$ cat src/hw/rtl/ptw_pkg.sv
// Package with the types, codes and helper functions of the page table walker.
package ptw_pkg;

   // Physical address width that bounds the frame taken from an entry.
   localparam int PHYS_ADDR_BITS = 48;
   localparam int ADDR_W         = 48;
   localparam int DATA_W         = 64;
   localparam int MASK_BITS      = (PHYS_ADDR_BITS < ADDR_W) ? PHYS_ADDR_BITS : ADDR_W;

   // Frame bits of an entry or root, cut to the width of the address fields.
   localparam logic [ADDR_W-1:0] ADDR_ONE   = ADDR_W'(1);
   localparam logic [ADDR_W-1:0] FRAME_MASK =
      ((ADDR_ONE << MASK_BITS) - ADDR_ONE) & ~ADDR_W'(12'hFFF);

   // Present and page-size bits of a table entry.
   localparam int PRESENT_BIT = 0;
   localparam int PAGE_SIZE_BIT = 7;

   // Function codes of an input beat.
   localparam logic FUNC_START = 1'b0;
   localparam logic FUNC_DATA  = 1'b1;

   // Table levels.
   localparam logic [1:0] LEVEL_PML4 = 2'd0;
   localparam logic [1:0] LEVEL_PDPT = 2'd1;
   localparam logic [1:0] LEVEL_PD   = 2'd2;
   localparam logic [1:0] LEVEL_PT   = 2'd3;

   // Kinds of result beat.
   typedef enum logic [1:0] {
      KIND_READ    = 2'd0,
      KIND_DONE    = 2'd1,
      KIND_IGNORED = 2'd2
   } kind_type;

   typedef struct packed {
      logic              func;
      logic [ADDR_W-1:0] vaddr;
      logic [ADDR_W-1:0] table_base;
      logic [DATA_W-1:0] read_data;
   } req_type;

   typedef struct packed {
      kind_type          kind;
      logic [ADDR_W-1:0] next_address;
      logic [1:0]        level;
      logic [DATA_W-1:0] entry_value;
      logic [ADDR_W-1:0] entry_address;
      logic              entry_valid;
   } rsp_type;

   // Nine-bit table index of a virtual address for one level.
   function automatic logic [8:0] table_index(input logic [ADDR_W-1:0] va,
                                              input logic [1:0] lvl);
      logic [8:0] idx;
      case (lvl)
         LEVEL_PML4: idx = va[47:39];
         LEVEL_PDPT: idx = va[38:30];
         LEVEL_PD:   idx = va[29:21];
         LEVEL_PT:   idx = va[20:12];
         default:    idx = va[47:39];
      endcase
      return idx;
   endfunction

   // Entry address: frame base plus index times eight. The frame has its low
   // twelve bits clear, so the index simply fills bits 11..3.
   function automatic logic [ADDR_W-1:0] entry_addr(input logic [ADDR_W-1:0] base,
                                                    input logic [ADDR_W-1:0] va,
                                                    input logic [1:0] lvl);
      logic [ADDR_W-1:0] frame;
      frame = base & FRAME_MASK;
      return {frame[ADDR_W-1:12], table_index(va, lvl), 3'b000};
   endfunction

endpackage

$ cat src/hw/rtl/page_table_walker.sv
// Top level: four-level page table walker with registered input and result stages.
// A beat is held in the input register and moves into the result register once that is free.
// Throughput: one beat per cycle while the receiver does not stall; the input
// register takes a new beat while a finished result waits to be taken only if
// it is empty, and a beat leaves it whenever the result register is free or being emptied.
// Reset (synchronous, active high) empties both stages and ends any walk.
module page_table_walker (
   input  logic             clock,
   input  logic             reset,
   input  logic             req_valid,
   output logic             req_stall,
   input  ptw_pkg::req_type req_data,
   output logic             rsp_valid,
   input  logic             rsp_stall,
   output ptw_pkg::rsp_type rsp_data
);

   logic                       req_valid_ff, req_valid_in;
   ptw_pkg::req_type           req_data_ff, req_data_in;
   logic                       rsp_valid_ff, rsp_valid_in;
   ptw_pkg::rsp_type           rsp_data_ff, rsp_data_in;
   logic                       busy_ff, busy_in;
   logic [1:0]                 level_ff, level_in;
   logic [ptw_pkg::ADDR_W-1:0] vaddr_ff, vaddr_in;
   logic [ptw_pkg::ADDR_W-1:0] pending_ff, pending_in;

   logic rsp_free, advance, req_take;
   logic present, big_page, done;
   logic [1:0] next_level;

   // Handshake between the two stages.
   assign rsp_free  = !rsp_valid_ff || !rsp_stall;
   assign advance   = req_valid_ff && rsp_free;
   assign req_stall = req_valid_ff && !rsp_free;
   assign req_take  = req_valid && !req_stall;

   // Input register control.
   always_comb begin
      req_valid_in = req_valid_ff;
      req_data_in  = req_data_ff;
      if (req_take) begin
         req_valid_in = 1'b1;
         req_data_in  = req_data;
      end else if (advance) begin
         req_valid_in = 1'b0;
      end
   end

   // Entry checks for a returned read.
   assign present    = req_data_ff.read_data[ptw_pkg::PRESENT_BIT];
   assign big_page   = ((level_ff == ptw_pkg::LEVEL_PDPT) || (level_ff == ptw_pkg::LEVEL_PD))
                       && req_data_ff.read_data[ptw_pkg::PAGE_SIZE_BIT];
   assign done       = !present || big_page || (level_ff == ptw_pkg::LEVEL_PT);
   assign next_level = level_ff + 2'd1;

   // Walk step for the beat in the input register.
   always_comb begin
      busy_in    = busy_ff;
      level_in   = level_ff;
      vaddr_in   = vaddr_ff;
      pending_in = pending_ff;
      rsp_data_in               = '0;
      rsp_data_in.kind          = ptw_pkg::KIND_IGNORED;
      if (req_data_ff.func == ptw_pkg::FUNC_START) begin
         if (!busy_ff) begin
            busy_in    = 1'b1;
            level_in   = ptw_pkg::LEVEL_PML4;
            vaddr_in   = req_data_ff.vaddr;
            pending_in = ptw_pkg::entry_addr(req_data_ff.table_base,
                                             req_data_ff.vaddr,
                                             ptw_pkg::LEVEL_PML4);
            rsp_data_in.kind         = ptw_pkg::KIND_READ;
            rsp_data_in.next_address = pending_in;
         end
      end else if (busy_ff) begin
         rsp_data_in.level         = level_ff;
         rsp_data_in.entry_value   = req_data_ff.read_data;
         rsp_data_in.entry_address = pending_ff;
         rsp_data_in.entry_valid   = 1'b1;
         if (done) begin
            busy_in          = 1'b0;
            level_in         = ptw_pkg::LEVEL_PML4;
            rsp_data_in.kind = ptw_pkg::KIND_DONE;
         end else begin
            level_in   = next_level;
            pending_in = ptw_pkg::entry_addr(req_data_ff.read_data[ptw_pkg::ADDR_W-1:0],
                                             vaddr_ff, next_level);
            rsp_data_in.kind         = ptw_pkg::KIND_READ;
            rsp_data_in.next_address = pending_in;
         end
      end
   end

   // Result valid: set by an advancing beat, cleared once taken.
   always_comb begin
      if (advance) begin
         rsp_valid_in = 1'b1;
      end else if (!rsp_stall) begin
         rsp_valid_in = 1'b0;
      end else begin
         rsp_valid_in = rsp_valid_ff;
      end
   end

   // Control registers.
   always_ff @(posedge clock) begin
      if (reset) begin
         req_valid_ff <= 1'b0;
         rsp_valid_ff <= 1'b0;
         busy_ff      <= 1'b0;
         level_ff     <= ptw_pkg::LEVEL_PML4;
         vaddr_ff     <= '0;
         pending_ff   <= '0;
      end else begin
         req_valid_ff <= req_valid_in;
         rsp_valid_ff <= rsp_valid_in;
         if (advance) begin
            busy_ff    <= busy_in;
            level_ff   <= level_in;
            vaddr_ff   <= vaddr_in;
            pending_ff <= pending_in;
         end
      end
   end

   // Payload registers.
   always_ff @(posedge clock) begin
      req_data_ff <= req_data_in;
      if (advance) begin
         rsp_data_ff <= rsp_data_in;
      end
   end

   assign rsp_valid = rsp_valid_ff;
   assign rsp_data  = rsp_data_ff;

endmodule

$ cat config.mk
export PLATFORM = sky130hd
export DESIGN_NAME = page_table_walker
export DESIGN_NICKNAME = d
export VERILOG_FILES = /design/src/hw/rtl/ptw_pkg.sv /design/src/hw/rtl/page_table_walker.sv
export SDC_FILE = /design/constraint.sdc
export NUM_CORES = 1
export LEC_CHECK = 0
export BUFFER_PORTS_ARGS = -buffer_cell sky130_fd_sc_hd__buf_2
export CAP_MARGIN = 15
export CORE_MARGIN = 2
export CORE_UTILIZATION = 40
export DETAILED_ROUTE_END_ITERATION = 10
export GPL_TIMING_DRIVEN = 0
export MAX_ROUTING_LAYER = met4
export PLACE_DENSITY = 0.76
export SLEW_MARGIN = 20
export SYNTH_ARGS = -nofsm -noshare
export SYNTH_HDL_FRONTEND = slang
export SYNTH_SLANG_ARGS = --single-unit
$ cat constraint.sdc
create_clock -name clock -period 7.1 [get_ports clock]
set_clock_uncertainty 0.1 [all_clocks]
set_input_delay 0.355 -clock clock [delete_from_list [all_inputs] [get_ports clock]]
set_output_delay 0.355 -clock clock [all_outputs]
set_load 0.02 [all_outputs]
==> impl_results.md, run 1 <==
* Post_cts resized at 0
* Initial core utilization at 0.408
* HPWL after DPL at 23.9 mm
* Antenna Nets Post-Route at 0
* Routed vias at 9,422
* Design Area, Final at 19,200 um2
* Area growth syn-to-layout at 35.8%
* Maximum clock rate at 400 MHz
* Critical path's top delay family: buffers and inverters
* Maximum capacitance violations at 0
* Root buf cell: clkbuf_16
* Worst min path class: flop to flop
* Final wirelength at 36.4 mm
* Inserted Diodes at 0
* Netlist area before placement at 14,100 um2
* WHS Path Cells at 2
* Gr usage total at 0.199
* Post-synth EDFFs at 296
* Clock Sinks at 382
* Initial antenna violation count at 0
* Std cell rows at 68
* Maximum level of the CTS H-tree at 2
* Residual DRC at 0
* Hold buffers post-CTS at 139
* Pwr dens at 270 nW/um2
* Ys async rst share at 0
* Worst path buffer plus inverter count at 4
* M3 GR Usage at 0.0323
* Worst R2R Start: req_data_ff[160]$_DFFE_PP_
* Final Cycle Share at 0.352
* # IOs at 332
* Post-DP Area at 16,400 um2
* Reg2reg end: pending_ff[45]$_SDFFE_PP0P_
* Setup Buffers After CTS at 0
* Worst-Margin Slew at 0.864 ns
* R2r setup slk at 4.62 ns
* CP max stage cell: dlygate4sd3_1
* Relative slew slack at 0.424
* Yosys Warn Count at 0
* RePlAce Congestion at 0.860
* Worst EP arrival at 2.81 ns
* Final Util at 0.553
* Cell mode on critical path: nand2_1
* Max VDD drop at 0.000228 V
* Most common library cells after synthesis: edfxtp_1 (296), and2_1 (114), a21oi_1 (88), nand2_1 (88), dfxtp_1 (86)
* Most frequent cell after synthesis: edfxtp_1
* DR vias/cell at 4.94
* Num CTS Buffers at 41
* #FFs+latches synth at 382
* Area contributors post-synth: edfxtp_1 (63%), dfxtp_1 (12%), and2_1 (5.1%)
* Largest net degree at the start of global routing at 102
* CP Class: input port to flop
* Met1 Use GR at 0.224
* Critical path startpoint category: input port
* Critical path fanouts, max at 101
* Area leader, netlist: edfxtp_1
* WP data required at 7.40 ns
* Worst-Skew Late Latency at 0.55 ns
* Slew Limit Fails at 0
* Status: complete, no violations
* IO buf count at 300
* Setup violators final at 0
* Syn Inst Count at 925
* Final-report hold violation count at 0
* Ys flop type: edfxtp_1
* CTS tree: built
* Final setup TNS at 0 ns
* Post-synthesis sequential area ratio at 0.752
* Capture point of the worst path: vaddr_ff[15]$_SDFFE_PP0P_
* WP depth at 8
* Die Height at 192 um
* Clk buf depth at 3
* Reg clk slew, reported paths at 0.06 ns
* Netlist cell types at 32
* Die area at 36,800 um2
* Die W at 192 um
* Vias in the first global route at 9,656
* Core Area at 34,600 um2
* Tmin final at 2.50 ns
* Fin nets at 1,591
* Top cell type's share of synthesized area at 0.630
* Critical path's largest stage delay at 0.54 ns
* Iteration-0 DRC Markers at 584
* Gr ovfl total at 0
* GRT busiest layer: met2
* Setup crit start: rsp_stall
* CP Cell Sequence: dlygate4sd3_1 -> buf_2 -> a21bo_2 -> inv_8 -> nand2_1 -> clkbuf_1 -> nand2_1 -> a21oi_1
* Reg2reg path depth at 8
* Leak Pwr at 7.39 nW
* Power Total at 5.18 mW
* Setup crit end kind: flop
* First-pass GRT wire length at 53.4 mm
* Share of cells above drive strength 1 at 0.305
* Met2 track demand over resource at 0.344
* RSZ-0062 raised after global routing: false
* Syn Area/Cell at 15.3 um2
* Routed len/inst at 19.1 um
* Drt first pass iters at 5
## report_power, final
part / switching, mW / leakage (nW) / internal, mW
Combinational: 0.248 / 3.17 / 0.178
Sequential: 0.0501 / 3.53 / 2.53
Clock: 0.878 / 0.686 / 1.30
Total: 1.18 / 7.39 / 4.01
## routing by layer
| layer | routed length, um | vias up | part of all wire |
|---|---|---|---|
| met5 | 0 | - | 0 |
| met4 | 1640 | 0 | 0.045 |
| met3 | 2080 | 104 | 0.057 |
| met2 | 18600 | 357 | 0.51 |
| met1 | 14100 | 4535 | 0.39 |
| li1 | - | 4426 | - |
## area by class of cell
cell class	instances	area, um2
plain buffers	66	330
clock buffers	51	1150
clock inverters	25	236
repair buffers	446	3060
inverters	7	33.8
fillers	2732	15500
well taps	455	569
multi-input cells	475	3170
flip-flops and latches	382	10600
## flip-flops by register name, summed over array words and instances, names as in the netlist
| signal | count |
|---|---|
| level_ff | 2 |
| req_data_ff | 136 |
| rsp_valid | 1 |
| rsp_data | 159 |
| pending_ff | 45 |
| busy_ff | 1 |
| req_valid_ff | 1 |
| present | 1 |
| vaddr_ff | 36 |
## logic make-up (layout without fill, tap and decap cells)
group                      after synthesis  in the layout  synth area share
buffers and inverters                   73            595            0.0253
adders and majority gates                7              7           0.00620
AOI/OAI and AO/OA                      202            202             0.107
muxes                                   36             36            0.0255
other                                    1              6          0.000266
and+or+nand+nor                        224            224            0.0838
DFF                                    382            382             0.752
## tightest hold or removal path, delay by kind of cell, from the launching register on
kind	cells	cell delay [ns]
flops	1	0.31
compound gates	1	0.05
simple gates	1	0.05
## worst min path at each step
| stage | to | slack (ns) | startpoint |
|---|---|---|---|
| detailed placement | vaddr_ff[19]$_SDFFE_PP0P_ | 0.35 | vaddr_ff[19]$_SDFFE_PP0P_ |
| global placement | vaddr_ff[45]$_SDFFE_PP0P_ | 0.34 | vaddr_ff[45]$_SDFFE_PP0P_ |
| global route | vaddr_ff[19]$_SDFFE_PP0P_ | 0.37 | vaddr_ff[19]$_SDFFE_PP0P_ |
| finish | vaddr_ff[19]$_SDFFE_PP0P_ | 0.36 | vaddr_ff[19]$_SDFFE_PP0P_ |
| CTS | vaddr_ff[19]$_SDFFE_PP0P_ | 0.35 | vaddr_ff[19]$_SDFFE_PP0P_ |
| floorplan | vaddr_ff[21]$_SDFFE_PP0P_ | 0.34 | vaddr_ff[21]$_SDFFE_PP0P_ |
## metrics by stage
| stage | std cells | setup WS (ns) | hold WS [ns] |
|---|---|---|---|
| global placement | 1685 | 0.506 | 0.343 |
| global route | 1907 | 4.39 | 0.367 |
| finish | 1907 | 4.60 | 0.355 |
| detailed placement | 1692 | 4.47 | 0.346 |
| floorplan | 930 | 2.29 | 0.336 |
| CTS | 1907 | 4.47 | 0.354 |
## placed cells by master (no fill, tap or decap), types with 7 or more instances in the layout
master,instances
buf_2,312
edfxtp_1,296
dlygate4sd3_1,139
and2_1,114
nand2_1,88
a21oi_1,88
dfxtp_1,86
clkbuf_1,46
clkbuf_16,44
a22o_1,39
mux2i_1,36
a211oi_2,34
a211oi_1,14
clkinv_2,12
nor2b_1,10
a222oi_1,9
buf_4,8
o21ai_0,8
ha_1,7
Note: power is estimated with default switching activity, not from simulation.
==> inputs of run 2 (changes only) <==
--- a/config.mk
+++ b/config.mk
@@ -12,7 +12,7 @@
 export DETAILED_ROUTE_END_ITERATION = 10
 export GPL_TIMING_DRIVEN = 0
 export MAX_ROUTING_LAYER = met4
-export PLACE_DENSITY = 0.76
+export PLACE_DENSITY = 0.73
 export SLEW_MARGIN = 20
 export SYNTH_ARGS = -nofsm -noshare
 export SYNTH_HDL_FRONTEND = slang
==> constraint.sdc (replaced) <==
create_clock -name clock -period 2.33 [get_ports clock]
set_clock_uncertainty 0.1 [all_clocks]
set_input_delay 0.1165 -clock clock [delete_from_list [all_inputs] [get_ports clock]]
set_output_delay 0.1165 -clock clock [all_outputs]
set_load 0.02 [all_outputs]
==> impl_results.md, run 2 (synthesized netlist as in run 1, its figures left out) <==
* Final worst setup slack at 0.0626 ns
* Critical path fanouts, max at 10
* First-pass GRT wire length at 54.9 mm
* CP Class: flop to flop
* Final-report hold violation count at 0
* Drt first pass iters at 6
* Clock Sinks at 382
* Routed len/inst at 19.5 um
* Share of cells above drive strength 1 at 0.314
* Max reg flops at 159
* Core Area at 34,600 um2
* Gr usage total at 0.206
* Commonest non-fill, non-tap cell in the layout: buf_2
* Final setup TNS at 0 ns
* Relative slew slack at 0.434
* Maximum level of the CTS H-tree at 2
* Final Cycle Share at 0.973
* Worst-Skew Late Latency at 0.55 ns
* Non-filler cells, final at 1,907
* Largest net degree at the start of global routing at 82
* Maximum clock rate at 441 MHz
* Clk buf depth at 3
* Tmin final at 2.27 ns
* Commonest cells after routing, fill and taps aside: buf_2 (309), edfxtp_1 (296), dlygate4sd3_1 (140), and2_1 (114), a21oi_1 (88)
* Pre-CTS setup slack at -0.417 ns
* Routed vias at 9,470
* Max VDD drop at 0.000654 V
* Leak Pwr at 7.43 nW
* Design Area, Final at 19,300 um2
* Worst-Margin Slew at 0.849 ns
* Post-DP Area at 16,400 um2
* Vias in the first global route at 9,762
* IO buf count at 300
* WP data required at 2.52 ns
* Initial core utilization at 0.408
* Setup Buffers After CTS at 0
* Gr ovfl total at 0
* Antenna Nets Post-Route at 0
* Placed Cells at 1,691
* Root buf cell: clkbuf_16
* Power Total at 16.1 mW
* # IOs at 332
* Worst EP arrival at 2.46 ns
* Num CTS Buffers at 41
* Reg clk slew, reported paths at 0.06 ns
* Slew Limit Fails at 0
* DR vias/cell at 4.97
* Status: complete, no violations
* Area growth syn-to-layout at 36.4%
* HPWL after DPL at 23.2 mm
* Worst min path class: input port to flop
* Pwr dens at 836 nW/um2
* Residual DRC at 0
* Final wirelength at 37.1 mm
* Initial antenna violation count at 1
* Setup crit end kind: flop
* Die W at 192 um
* Fill count at 2,719
* Die Height at 192 um
* Iteration-0 DRC Markers at 579
* RePlAce Congestion at 0.866
* Maximum capacitance violations at 0
* Setup violators final at 0
* Fin nets at 1,592
* Std cell rows at 68
* Critical path startpoint category: flop
* Die area at 36,800 um2
* CTS tree: built
[run 2: changes by cell type in the layout (fill, tap and decap cells not counted), sizes merged]
cell / before / now
buf: 332 / 333
inv: 9 / 11
clkinv: 17 / 13
diode: 0 / 1
dlygate4sd3: 139 / 140
clkbuf: 92 / 87
bufinv: 4 / 9
clkinvlp: 2 / 1
[run 2: where the power goes]
group          leakage, nW  switching, mW  internal [mW]
sequential            3.53          0.149           7.71
clock                0.698           2.66           4.27
combinational         3.21          0.765          0.545
total                 7.43           3.58           12.5
[run 2: final timing paths]
path	slack, ns	start	end	cells after the start
hold / removal	0.18	req_data[126]	req_data_ff[126]$_DFFE_PP_	2
hold reg to reg	0.36	vaddr_ff[43]$_SDFFE_PP0P_	vaddr_ff[43]$_SDFFE_PP0P_	2
setup / recovery	0.06	level_ff[0]$_SDFFE_PP0P_	rsp_data[134]$_DFFE_PN_	8
setup reg to reg	0.06	level_ff[0]$_SDFFE_PP0P_	rsp_data[134]$_DFFE_PN_	8
[run 2: repair_timing]
| action | in CTS | in global routing |
|---|---|---|
| pin swaps | 1 | 0 |
| cloned | 1 | 0 |
| gates resized for setup | 16 | 18 |
| hold buffers | 140 | 0 |
| endpoints found under the setup margin | 191 | 103 |
| endpoints found under the hold margin | 144 | 0 |
[run 2: layer usage]
| metal | track usage | up-vias | routed length [um] |
|---|---|---|---|
| met5 | - | - | 0 |
| met4 | 0.0831 | 0 | 1450 |
| met3 | 0.0396 | 92 | 2490 |
| met2 | 0.352 | 390 | 18700 |
| met1 | 0.239 | 4568 | 14500 |
| li1 | - | 4420 | - |
[run 2: per-stage QoR]
stage	hold slack [ns]	util
after floorplan	0.115	-
after global placement	0.194	0.469
after detailed placement	0.195	0.472
after CTS	0.135	0.556
after global routing	0.145	0.556
final	0.176	0.556
[run 2: critical path, cell delays in order, from the launching register on]
cell	delay (ns)
dfxtp_4	0.37
inv_1	0.08
ha_1	0.34
nand2_2	0.09
and4_4	0.22
and2_1	0.15
buf_4	0.19
buf_2	0.21
a22o_1	0.25
[run 2: area by class of cell]
cell class                      instances  area [um2]  area share
Timing Repair inverter                  1        8.76    0.000455
Inverter                                7        42.5     0.00221
Buffer                                 66         359      0.0186
Clock buffer                           48        1060      0.0552
Multi-Input combinational cell        475        3190       0.166
Clock inverter                         26         369      0.0192
Timing Repair Buffer                  446        3040       0.158
Antenna cell                            1        2.50    0.000130
Tap cell                              455         569      0.0296
Sequential cell                       382       10600       0.551
